$ cat src/hcc_pkg.sv
// shared types and constants for the hilbert curve index codec
package hcc_pkg;

    localparam int COORD_W = 16;
    localparam int INDEX_W = 48;
    localparam int DIM_W   = 2;
    localparam int NB_W    = 5;
    localparam int CFG_W   = 5;

    // operation codes
    localparam logic OP_ENCODE = 1'b0;
    localparam logic OP_DECODE = 1'b1;

    // configuration register indexes
    localparam logic CFG_DIMENSIONS = 1'b0;
    localparam logic CFG_ORDER_BITS = 1'b1;

    localparam logic [DIM_W-1:0] DIMENSIONS_RST = 2'd2;
    localparam logic [DIM_W-1:0] DIMENSIONS_3D  = 2'd3;
    localparam logic [NB_W-1:0]  ORDER_BITS_RST = 5'd16;

    typedef struct packed {
        logic               operation;
        logic [COORD_W-1:0] coord_x;
        logic [COORD_W-1:0] coord_y;
        logic [COORD_W-1:0] coord_z;
        logic [INDEX_W-1:0] curve_index;
    } t_in_req;

    typedef struct packed {
        logic [INDEX_W-1:0] result_index;
        logic [COORD_W-1:0] out_x;
        logic [COORD_W-1:0] out_y;
        logic [COORD_W-1:0] out_z;
    } t_out_req;

    // per-item control that travels down the pipeline
    typedef struct packed {
        logic            op;
        logic            n3;
        logic [NB_W-1:0] nb;
    } t_ctrl;

endpackage

$ cat src/hilbert_curve_index_codec.sv
// top level of the hilbert curve index codec: config registers and stage chain
//
// Converts 2-D or 3-D grid coordinates to a Hilbert curve index (operation 0)
// or an index back to coordinates (operation 1), using the transpose method.
// Input requests arrive on i_valid/o_ready with a t_in_req payload; results
// leave on o_valid/i_ready as t_out_req, one result per request, in order.
// Two registers are written through i_cfg_we/i_cfg_idx/i_cfg_data: dimensions
// (2 or 3 axes) and order_bits (bits per axis, clamped to 1..AXIS_BITS).
// Write them only while no request is in flight.
// The pipeline has one input stage (masking, or de-interleave
// and gray decode), one stage per curve level for AXIS_BITS - 1 levels, and one
// output stage (gray encode, correction and interleave). A new request is
// taken every cycle while the receiver is not stalling. Each stage has its own valid bit and a stage loads
// whenever it is empty or its successor moves, so a stalled receiver fills
// the bubbles first and then holds o_ready low; nothing is lost or repeated.
// Reset clears all valid bits and sets dimensions to 2 and order_bits to 16.
module hilbert_curve_index_codec
    import hcc_pkg::*;
#(
    parameter int AXIS_BITS = 16
) (
    input  logic             i_clk,
    input  logic             i_rst_n,
    input  logic             i_valid,
    output logic             o_ready,
    input  t_in_req          i_req,
    output logic             o_valid,
    input  logic             i_ready,
    output t_out_req         o_res,
    input  logic             i_cfg_we,
    input  logic             i_cfg_idx,
    input  logic [CFG_W-1:0] i_cfg_data
);

    localparam int AW = AXIS_BITS;
    localparam int NL = AXIS_BITS - 1;

    logic [DIM_W-1:0] r_dimensions;
    logic [NB_W-1:0]  r_order_bits;
    t_ctrl            in_ctrl;

    logic            st_valid [0:NL];
    logic            st_ready [0:NL];
    t_ctrl           st_ctrl  [0:NL];
    logic [3*AW-1:0] st_x     [0:NL];

    always_ff @(posedge i_clk) begin
        if (!i_rst_n) begin
            r_dimensions <= DIMENSIONS_RST;
            r_order_bits <= ORDER_BITS_RST;
        end else if (i_cfg_we) begin
            unique case (i_cfg_idx)
                CFG_DIMENSIONS: r_dimensions <= i_cfg_data[DIM_W-1:0];
                CFG_ORDER_BITS: r_order_bits <= i_cfg_data[NB_W-1:0];
                default:        r_order_bits <= r_order_bits;
            endcase
        end
    end

    always_comb begin
        in_ctrl.op = i_req.operation;
        in_ctrl.n3 = (r_dimensions == DIMENSIONS_3D);
        if (r_order_bits == '0) begin
            in_ctrl.nb = NB_W'(1);
        end else if (r_order_bits > NB_W'(AXIS_BITS)) begin
            in_ctrl.nb = NB_W'(AXIS_BITS);
        end else begin
            in_ctrl.nb = r_order_bits;
        end
    end

    hcc_front #(
        .AW (AW)
    ) u_front (
        .i_clk   (i_clk),
        .i_rst_n (i_rst_n),
        .i_valid (i_valid),
        .o_ready (o_ready),
        .i_req   (i_req),
        .i_ctrl  (in_ctrl),
        .o_valid (st_valid[0]),
        .i_ready (st_ready[0]),
        .o_ctrl  (st_ctrl[0]),
        .o_x     (st_x[0])
    );

    // encode walks the levels top down, decode bottom up
    for (genvar j = 0; j < NL; j++) begin : g_level
        hcc_level #(
            .AW    (AW),
            .B_ENC (AW - 1 - j),
            .B_DEC (j + 1)
        ) u_level (
            .i_clk   (i_clk),
            .i_rst_n (i_rst_n),
            .i_valid (st_valid[j]),
            .o_ready (st_ready[j]),
            .i_ctrl  (st_ctrl[j]),
            .i_x     (st_x[j]),
            .o_valid (st_valid[j+1]),
            .i_ready (st_ready[j+1]),
            .o_ctrl  (st_ctrl[j+1]),
            .o_x     (st_x[j+1])
        );
    end

    hcc_back #(
        .AW (AW)
    ) u_back (
        .i_clk   (i_clk),
        .i_rst_n (i_rst_n),
        .i_valid (st_valid[NL]),
        .o_ready (st_ready[NL]),
        .i_ctrl  (st_ctrl[NL]),
        .i_x     (st_x[NL]),
        .o_valid (o_valid),
        .i_ready (i_ready),
        .o_res   (o_res)
    );

endmodule

$ cat src/hcc_front.sv
// first stage: coordinate masking for encode, de-interleave and gray decode for decode
module hcc_front
    import hcc_pkg::*;
#(
    parameter int AW = 16
) (
    input  logic            i_clk,
    input  logic            i_rst_n,
    input  logic            i_valid,
    output logic            o_ready,
    input  t_in_req         i_req,
    input  t_ctrl           i_ctrl,
    output logic            o_valid,
    input  logic            i_ready,
    output t_ctrl           o_ctrl,
    output logic [3*AW-1:0] o_x
);

    logic                    r_valid;
    t_ctrl                   r_ctrl;
    logic [3*AW-1:0]         r_x;
    logic [3*AW-1:0]         n_x;
    logic [AW-1:0]           mask;
    logic [AW-1:0]           d0, d1, d2;
    logic [AW-1:0]           g0, g1, g2;
    logic [3*AW+INDEX_W-1:0] idx_ext;

    assign o_ready = !r_valid || i_ready;
    assign idx_ext = (3*AW+INDEX_W)'(i_req.curve_index);

    always_comb begin
        mask = '0;
        d0   = '0;
        d1   = '0;
        d2   = '0;
        for (int b = 0; b < AW; b++) begin
            mask[b] = NB_W'(b) < i_ctrl.nb;
            if (mask[b]) begin
                if (i_ctrl.n3) begin
                    d0[b] = idx_ext[3*b+2];
                    d1[b] = idx_ext[3*b+1];
                    d2[b] = idx_ext[3*b];
                end else begin
                    d0[b] = idx_ext[2*b+1];
                    d1[b] = idx_ext[2*b];
                end
            end
        end
        // gray decode uses the values before this step
        if (i_ctrl.n3) begin
            g2 = d2 ^ d1;
            g1 = d1 ^ d0;
            g0 = d0 ^ (d2 >> 1);
        end else begin
            g2 = '0;
            g1 = d1 ^ d0;
            g0 = d0 ^ (d1 >> 1);
        end
        if (i_req.operation == OP_ENCODE) begin
            n_x = {(i_ctrl.n3 ? (AW'(i_req.coord_z) & mask) : AW'(0)),
                   AW'(i_req.coord_y) & mask,
                   AW'(i_req.coord_x) & mask};
        end else begin
            n_x = {g2, g1, g0};
        end
    end

    always_ff @(posedge i_clk) begin
        if (!i_rst_n) begin
            r_valid <= 1'b0;
        end else if (o_ready) begin
            r_valid <= i_valid;
        end
    end

    always_ff @(posedge i_clk) begin
        if (o_ready && i_valid) begin
            r_ctrl <= i_ctrl;
            r_x    <= n_x;
        end
    end

    assign o_valid = r_valid;
    assign o_ctrl  = r_ctrl;
    assign o_x     = r_x;

endmodule

$ cat src/hcc_level.sv
// one curve level: conditional low-bit inversion or swap across the axes
module hcc_level
    import hcc_pkg::*;
#(
    parameter int AW    = 16,
    parameter int B_ENC = 15,
    parameter int B_DEC = 1
) (
    input  logic            i_clk,
    input  logic            i_rst_n,
    input  logic            i_valid,
    output logic            o_ready,
    input  t_ctrl           i_ctrl,
    input  logic [3*AW-1:0] i_x,
    output logic            o_valid,
    input  logic            i_ready,
    output t_ctrl           o_ctrl,
    output logic [3*AW-1:0] o_x
);

    localparam logic [AW-1:0] P_ENC = AW'((64'd1 << B_ENC) - 64'd1);
    localparam logic [AW-1:0] P_DEC = AW'((64'd1 << B_DEC) - 64'd1);

    logic            r_valid;
    t_ctrl           r_ctrl;
    logic [3*AW-1:0] r_x;
    logic [AW-1:0]   x0, x1, x2;
    logic [AW-1:0]   sw;

    assign o_ready = !r_valid || i_ready;

    always_comb begin
        x0 = i_x[AW-1:0];
        x1 = i_x[2*AW-1:AW];
        x2 = i_x[3*AW-1:2*AW];
        sw = '0;
        if (i_ctrl.op == OP_ENCODE) begin
            if (NB_W'(B_ENC) < i_ctrl.nb) begin
                // axes in ascending order
                if (x0[B_ENC]) x0 = x0 ^ P_ENC;
                if (x1[B_ENC]) begin
                    x0 = x0 ^ P_ENC;
                end else begin
                    sw = (x0 ^ x1) & P_ENC;
                    x0 = x0 ^ sw;
                    x1 = x1 ^ sw;
                end
                if (i_ctrl.n3) begin
                    if (x2[B_ENC]) begin
                        x0 = x0 ^ P_ENC;
                    end else begin
                        sw = (x0 ^ x2) & P_ENC;
                        x0 = x0 ^ sw;
                        x2 = x2 ^ sw;
                    end
                end
            end
        end else begin
            if (NB_W'(B_DEC) < i_ctrl.nb) begin
                // axes in descending order
                if (i_ctrl.n3) begin
                    if (x2[B_DEC]) begin
                        x0 = x0 ^ P_DEC;
                    end else begin
                        sw = (x0 ^ x2) & P_DEC;
                        x0 = x0 ^ sw;
                        x2 = x2 ^ sw;
                    end
                end
                if (x1[B_DEC]) begin
                    x0 = x0 ^ P_DEC;
                end else begin
                    sw = (x0 ^ x1) & P_DEC;
                    x0 = x0 ^ sw;
                    x1 = x1 ^ sw;
                end
                if (x0[B_DEC]) x0 = x0 ^ P_DEC;
            end
        end
    end

    always_ff @(posedge i_clk) begin
        if (!i_rst_n) begin
            r_valid <= 1'b0;
        end else if (o_ready) begin
            r_valid <= i_valid;
        end
    end

    always_ff @(posedge i_clk) begin
        if (o_ready && i_valid) begin
            r_ctrl <= i_ctrl;
            r_x    <= {x2, x1, x0};
        end
    end

    assign o_valid = r_valid;
    assign o_ctrl  = r_ctrl;
    assign o_x     = r_x;

endmodule

$ cat src/hcc_back.sv
// last stage: gray encode with correction and interleave, or coordinate output
module hcc_back
    import hcc_pkg::*;
#(
    parameter int AW = 16
) (
    input  logic            i_clk,
    input  logic            i_rst_n,
    input  logic            i_valid,
    output logic            o_ready,
    input  t_ctrl           i_ctrl,
    input  logic [3*AW-1:0] i_x,
    output logic            o_valid,
    input  logic            i_ready,
    output t_out_req        o_res
);

    logic            r_valid;
    t_out_req        r_res;
    t_out_req        n_res;
    logic [AW-1:0]   x0, x1, x2;
    logic [AW-1:0]   g0, g1, g2;
    logic [AW-1:0]   last;
    logic [AW-1:0]   corr;
    logic [3*AW-1:0] ilv;

    assign o_ready = !r_valid || i_ready;

    always_comb begin
        x0 = i_x[AW-1:0];
        x1 = i_x[2*AW-1:AW];
        x2 = i_x[3*AW-1:2*AW];
        g0 = x0;
        g1 = x1 ^ x0;
        g2 = x2 ^ g1;
        last = i_ctrl.n3 ? g2 : g1;
        // each bit of the correction is the parity of the last axis above it
        corr = '0;
        for (int j = AW - 2; j >= 0; j--) begin
            corr[j] = ^(last >> (j + 1));
        end
        g0 = g0 ^ corr;
        g1 = g1 ^ corr;
        g2 = g2 ^ corr;
        ilv = '0;
        for (int b = 0; b < AW; b++) begin
            if (i_ctrl.n3) begin
                ilv[3*b+2] = g0[b];
                ilv[3*b+1] = g1[b];
                ilv[3*b]   = g2[b];
            end else begin
                ilv[2*b+1] = g0[b];
                ilv[2*b]   = g1[b];
            end
        end
        n_res = '0;
        if (i_ctrl.op == OP_ENCODE) begin
            n_res.result_index = INDEX_W'(ilv);
        end else begin
            n_res.out_x = COORD_W'(x0);
            n_res.out_y = COORD_W'(x1);
            n_res.out_z = i_ctrl.n3 ? COORD_W'(x2) : '0;
        end
    end

    always_ff @(posedge i_clk) begin
        if (!i_rst_n) begin
            r_valid <= 1'b0;
        end else if (o_ready) begin
            r_valid <= i_valid;
        end
    end

    always_ff @(posedge i_clk) begin
        if (o_ready && i_valid) begin
            r_res <= n_res;
        end
    end

    assign o_valid = r_valid;
    assign o_res   = r_res;

endmodule

$ cat config.mk
export PLATFORM = sky130hd
export DESIGN_NAME = hilbert_curve_index_codec
export DESIGN_NICKNAME = d
export VERILOG_FILES = /design/src/hcc_pkg.sv /design/src/hilbert_curve_index_codec.sv /design/src/hcc_front.sv /design/src/hcc_level.sv /design/src/hcc_back.sv
export SDC_FILE = /design/constraint.sdc
export NUM_CORES = 2
export LEC_CHECK = 0
export ABC_AREA = 0
export CAP_MARGIN = 25
export CORE_MARGIN = 1.5
export CORE_UTILIZATION = 25
export CTS_BUF_LIST = sky130_fd_sc_hd__clkbuf_4
export CTS_CLUSTER_SIZE = 28
export DETAILED_ROUTE_END_ITERATION = 10
export DONT_BUFFER_PORTS = 1
export SKIP_CTS_REPAIR_TIMING = 1
export SLEW_MARGIN = 20
export SYNTH_ARGS = -nofsm -noshare
export SYNTH_HDL_FRONTEND = slang
export SYNTH_SLANG_ARGS = --single-unit
$ cat constraint.sdc
create_clock -name i_clk -period 11.15 [get_ports i_clk]
set_input_delay 1.115 -clock i_clk [delete_from_list [all_inputs] [get_ports i_clk]]
set_output_delay 1.115 -clock i_clk [all_outputs]
set_load 0.005 [all_outputs]
After elaboration in Yosys (flattened, before gate mapping)
Index checks and enable logic that the tools add are counted.

Shifts and indexed selects: 0. Equality and inequality tests: 1. Reductions and logical operators: 71. Bitwise gates (word level): 283. Order comparisons: 46. Mux-type cells: 585. Multipliers: 0. Add/sub/neg operators: 0. Div/mod/pow operators: 0.

Operator list (count): $mux 16 (441); $reduce_xor 16->1 (15); $xor 16x15->16 (13); $xor 16x1->16 (8); $xor 16x10->16 (8); $xor 16x11->16 (8); $xor 16x12->16 (8); $xor 16x13->16 (8); $xor 16x14->16 (8); $xor 16x2->16 (8); $xor 16x3->16 (8); $xor 16x4->16 (8); $xor 16x5->16 (8); $xor 16x6->16 (8); $xor 16x7->16 (8); $xor 16x8->16 (8); $xor 16x9->16 (8); $lt 4x5->1 const A (23); $mux 1 (98); $not 15->15 (6); $not 14->14 (6); $not 13->13 (6); $not 12->12 (6); $not 11->11 (6); 53 further kinds (254).

Bits in latches: 0. Register bits: 995. Memory bits (read-only): 0. Output and inout port bits: 98. Bits of input ports: 108. Memories: 0. Logic and storage cells: 1073. Bits in writable memories: 0.

Depth between registers and ports, before layout
Word-level depth: 19. Gate-level depth with buffers: 10. Mapped depth without buffers: 8.

Modules after synthesis
A second synthesis with hierarchy kept.

Cells, all modules: 4860. Area total of the unflattened synthesis: 55866.1 um^2.

By module, submodules not included: hcc_back (area each 5202.5 um^2, cells an instance 383, sequential area each 2902.8 um^2, times used 1); hcc_front (area each 3662.3 um^2, cells an instance 330, sequential area each 1671.6 um^2, times used 1); hcc_level (g_level[5].u_level) (area each 3301.9 um^2, cells an instance 287, sequential area each 1671.6 um^2, times used 1); hcc_level (g_level[1].u_level) (area each 3275.6 um^2, cells an instance 259, sequential area each 1671.6 um^2, times used 1); hcc_level (g_level[6].u_level) (area each 3180.6 um^2, cells an instance 267, sequential area each 1671.6 um^2, times used 1); hcc_level (g_level[9].u_level) (area each 3173.0 um^2, cells an instance 295, sequential area each 1671.6 um^2, times used 1); hcc_level (g_level[8].u_level) (area each 3145.5 um^2, cells an instance 298, sequential area each 1671.6 um^2, times used 1); hcc_level (g_level[4].u_level) (area each 3129.3 um^2, cells an instance 278, sequential area each 1671.6 um^2, times used 1); hcc_level (g_level[10].u_level) (area each 3121.7 um^2, cells an instance 292, sequential area each 1671.6 um^2, times used 1); hcc_level (g_level[11].u_level) (area each 3101.7 um^2, cells an instance 274, sequential area each 1671.6 um^2, times used 1); hcc_level (g_level[3].u_level) (area each 3079.2 um^2, cells an instance 266, sequential area each 1671.6 um^2, times used 1); hcc_level (g_level[13].u_level) (area each 3075.4 um^2, cells an instance 272, sequential area each 1671.6 um^2, times used 1); hcc_level (g_level[14].u_level) (area each 3071.7 um^2, cells an instance 284, sequential area each 1671.6 um^2, times used 1); hcc_level (g_level[12].u_level) (area each 3060.4 um^2, cells an instance 270, sequential area each 1671.6 um^2, times used 1); +4 rows.

Least setup slack after synthesis
OpenSTA, ideal clock, no wires.

Kind: in2reg. From: in i_ready. To: reg g_level[4].u_level.r_ctrl (netlist bit g_level[4].u_level.o_ctrl[0]), enable pin. Setup slack: 4.616 ns. Arrival: 5.982 ns. Path buffers: 0. Stages on the path: 6. Cell sequence: and4b_1 -> and3_1 -> nand2_1 -> nor3_1 -> and2_1 -> a21boi_0.

Longest elaborated chain between the ends: 13.

RTL lines: from (decl) (RTL line hilbert_curve_index_codec.sv:28) `input logic i_ready,`; $logic_or 1x1->1 (RTL line hcc_back.sv:27) `assign o_ready = !r_valid || i_ready;`; $logic_or 1x1->1 (11 in series) (RTL line hcc_level.sv:30) `assign o_ready = !r_valid || i_ready;`; $logic_and 1x1->1 (RTL line hcc_level.sv:91) `if (o_ready && i_valid) begin`; to (signal assigned) (RTL line hcc_level.sv:92) `r_ctrl <= i_ctrl;`; to (decl) (RTL line hcc_level.sv:25) `t_ctrl r_ctrl;`.

Every way passes these cells. A chain may end at the register's enable or synchronous reset.

Worst setup path after layout
From: reg g_level[14].u_level.r_valid. To: out o_ready.

Longest elaborated chain between the ends: 17.

RTL lines: from (decl) (RTL line hcc_level.sv:24) `logic r_valid;`; from (signal assigned) (RTL line hcc_level.sv:86) `r_valid <= i_valid;`; $logic_not 1->1 (RTL line hcc_level.sv:30); $logic_or 1x1->1 (15 in series) (RTL line hcc_level.sv:30); $logic_or 1x1->1 (RTL line hcc_front.sv:28) `assign o_ready = !r_valid || i_ready;`; to (decl) (RTL line hilbert_curve_index_codec.sv:25) `output logic o_ready,`.

Every way passes these cells.

==> results.md <==
## Logic synthesis
* **library cell occupying the most area in the post-synthesis netlist** sky130_fd_sc_hd__edfxtp_1
* **leading cell types by total area after synthesis** sky130_fd_sc_hd__edfxtp_1 (54%), sky130_fd_sc_hd__mux2i_1 (6.4%), sky130_fd_sc_hd__a21oi_1 (5.4%)
* **Synth cell types** 55
* **Top FF cell, synth** sky130_fd_sc_hd__edfxtp_1
* **synth cell count leaders** sky130_fd_sc_hd__edfxtp_1 (970), sky130_fd_sc_hd__nor2_1 (594), sky130_fd_sc_hd__a21oi_1 (579), sky130_fd_sc_hd__nand2_1 (509), sky130_fd_sc_hd__o21ai_0 (464)
* **number of enable-type register cells in the synthesized netlist** 970
* **share of the yosys chip area belonging to registers** 55.3%
* **netlist area before placement** 0.0536 mm^2
* **synthesis-stage register bit count** 994
* **most instantiated library cell after synthesis** sky130_fd_sc_hd__edfxtp_1
* **number of instances in the synthesized netlist** 5,048
* **total of warnings raised by yosys** 0
* **area fraction of the dominant cell type after synthesis** 54.4%
* **share of async-settable or async-resettable flops after synthesis** 0%
* **number of nets in the synthesized netlist** 5,156
* **Avg Synthesized Cell Area** 10.6 um^2

## CTS
* **H-tree depth** 5
* **clock edge transition at the registers on the reported setup and hold paths** 60 ps
* **number of clock buffers inserted by TritonCTS** 274
* **source-to-sink clock delay at the later pin of the worst-skew pair** 1230 ps
* **clock sink total** 994
* **Root Buffer** sky130_fd_sc_hd__clkbuf_4
* **TritonCTS clock tree** built
* **maximum buffer depth of the clock tree** 4

## Timing
* **setup violation total in the final timing report** 0
* **peak clock frequency supported by timing** 0.188 GHz
* **Least-Margin Pin Slew** 1070 ps
* **post-route setup TNS** 0 ps
* **post-layout minimum cycle time** 5310 ps
* **number of hold-slack violations in the final timing report** 0
* **period utilisation layout** 47.6%
* **pins over their slew limit** 0
* **setup repair after global routing missed its margin** no
* **Worst Clk Skew** 84.0 ps
* **tightest slew margin relative to the limit** 28.3%

## Placed design
* **IO buf count** 0
* **placer congestion estimate** 0.851
* **HPWL after DPL** 89,000 um
* **placed inst area** 0.0566 mm^2

## Global routing
* **total congestion overflow** 0
* **vias in the first global route** 36,395
* **total global routing track utilization** 11.0%
* **pin count of the biggest net entering global routing** 82
* **global-route wire length before repair** 195,000 um
* **initial antenna violation count** 3

## Critical path
* **cell depth of the worst flop-to-flop path** 9
* **critical path class** reg -> out
* **largest stage delay on the critical path** 770 ps
* **worst-path cell with the longest stage delay** sky130_fd_sc_hd__nor4_1
* **Worst Path Arrival** 4190 ps
* **required time reported for the critical path endpoint** 10,040 ps
* **kind of launch point of the worst setup path** register
* **worst reg2reg setup slack** 7200 ps
* **Max FO, Critical Path** 5
* **Reg2Reg Capture Point** u_back.o_res[66]
* **sort of element at the end of the critical path** primary output
* **start of the worst register-to-register path** g_level[14].u_level.o_ctrl[5]
* **chain of cells forming the critical path** and4b_1 > and3_1 > nand2_1 > nor4_1 > and3_1 > nand2_1

## Min path
* **cell count of the worst hold path** 2
* **hold path endpoint** r_order_bits[4]
* **hold_sp** i_cfg_data[4]
* **class of the most critical hold timing path** in -> reg

## Floorplanning
* **Site Rows** 169
* **initial cell density of the core** 25.2%
* **Die H** 466 um
* **total die area** 0.217 mm^2
* **area of the core** 0.213 mm^2
* **die extent in x** 466 um
* **IO Count** 206

## Route
* **routed length per instance** 15.5 um
* **length of the first detailed-routing pass in iterations** 5
* **total detailed-routing wirelength** 124,000 um
* **DRC violation total after the first TritonRoute iteration** 2,491
* **drc violations** 0
* **Vias per Instance** 4.59
* **Final ANT Viol Nets** 0
* **total vias in the final route** 36,996

## Run
* **number of maximum-capacitance violations** 0

## Layout
* **fraction of layout instances using a drive strength above 1** 14.1%
* **layout net count** 5,178
* **final core occ** 28.2%
* **post-route design area** 0.0599 mm^2
* **fillcell total** 21,984
* **synthesis-to-finish area growth** 11.8%

## Outcome
* **outcome** finished clean

## Pwr
* **VDD IR-drop max** 0.000106 V
* **leak pwr** 21.0 nW
* **power per cell area** 126 mW/mm^2

cell type report:
class	instances	area, um^2	share of cell area (%)
diodes	10	25.0	0.0418
clock buffers	370	2780	4.64
clock inverters	59	349	0.583
inverters	125	469	0.783
multi-input cells	3582	22300	37.3
flip-flops and latches	994	29600	49.4
well taps	2821	3530	5.89
repair buffers	93	790	1.32
worst max path at each step:
stage	end	cells after the start	start	slack, ps
3_5_place_dp	o_ready	6	i_ready	6300
2_1_floorplan	g_level[4].u_level.o_ctrl[0]	6	i_ready	4620
3_3_place_gp	o_ready	6	i_ready	6320
5_1_grt	o_ready	6	g_level[14].u_level.o_valid	5570
6_report	o_ready	6	g_level[14].u_level.o_valid	5840
4_1_cts	o_ready	6	g_level[14].u_level.o_valid	5660
state kept, by name, summed over array words and instances, names as in the netlist:
name,cells
g_level.u_level.o_valid,15
g_level.u_level.o_x,720
u_back.o_valid,1
r_order_bits,5
u_front.o_x,48
u_front.o_ctrl,7
r_dimensions,2
g_level.u_level.o_ctrl,99
u_back.o_res,96
u_front.o_valid,1
report_power, final:
group | switching [mW] | internal, mW
combinational | 0.173 | 0.131
sequential | 0.0555 | 4.11
clock | 1.47 | 1.62
worst max-delay path: cells and delay by family (launching register included):
family	cells	cell delay, ps
DFF	1	430
and+or+nand+nor	6	2590
cells by family (layout without fill, tap and decap cells):
logic type                after synthesis  after routing  share of synthesized area (%)
xor gates and xnor gates              390            390                           6.84
and+or+nand+nor                      1372           1372                           10.9
DFF                                   994            994                           55.3
other                                   0             10                              0
AOI/OAI and AO/OA                    1276           1276                           13.0
buffers and inverters                 472            647                           3.33
muxes                                 544            544                           10.6
per-layer routing:
| metal | up-vias | track usage [%] | part of all wire, % |
|---|---|---|---|
| li1 | 18211 | - | - |
| met1 | 17355 | 12.3 | 41 |
| met2 | 1122 | 19.6 | 50 |
| met3 | 308 | 2.56 | 5.4 |
| met4 | 0 | 5.36 | 3.6 |
| met5 | - | 0 | 0 |
per-stage QoR:
step	total power, mW	hold WS, ps	instances	setup WS (ps)
finish	7.56	56.6	8054	5840
global route	7.92	-2.44	8050	5570
CTS	7.68	-190	8032	5660
detailed placement	4.54	405	7603	6300
global placement	4.53	402	7596	6320
floorplan	4.46	400	5048	4620
layout by cell type, fill, tap and decap left out, drive strengths merged, types with 24 or more instances in the layout:
cell / n
a211oi: 142
a21oi: 579
and2: 37
buf: 85
clkbuf: 370
clkinv: 50
dfxtp: 24
edfxtp: 970
inv: 130
mux2: 199
mux2i: 345
nand2: 509
nor2: 594
nor2b: 99
nor3: 27
o21ai: 464
xnor2: 295
xor2: 84
No activity file was read; power rests on OpenSTA's default activity.
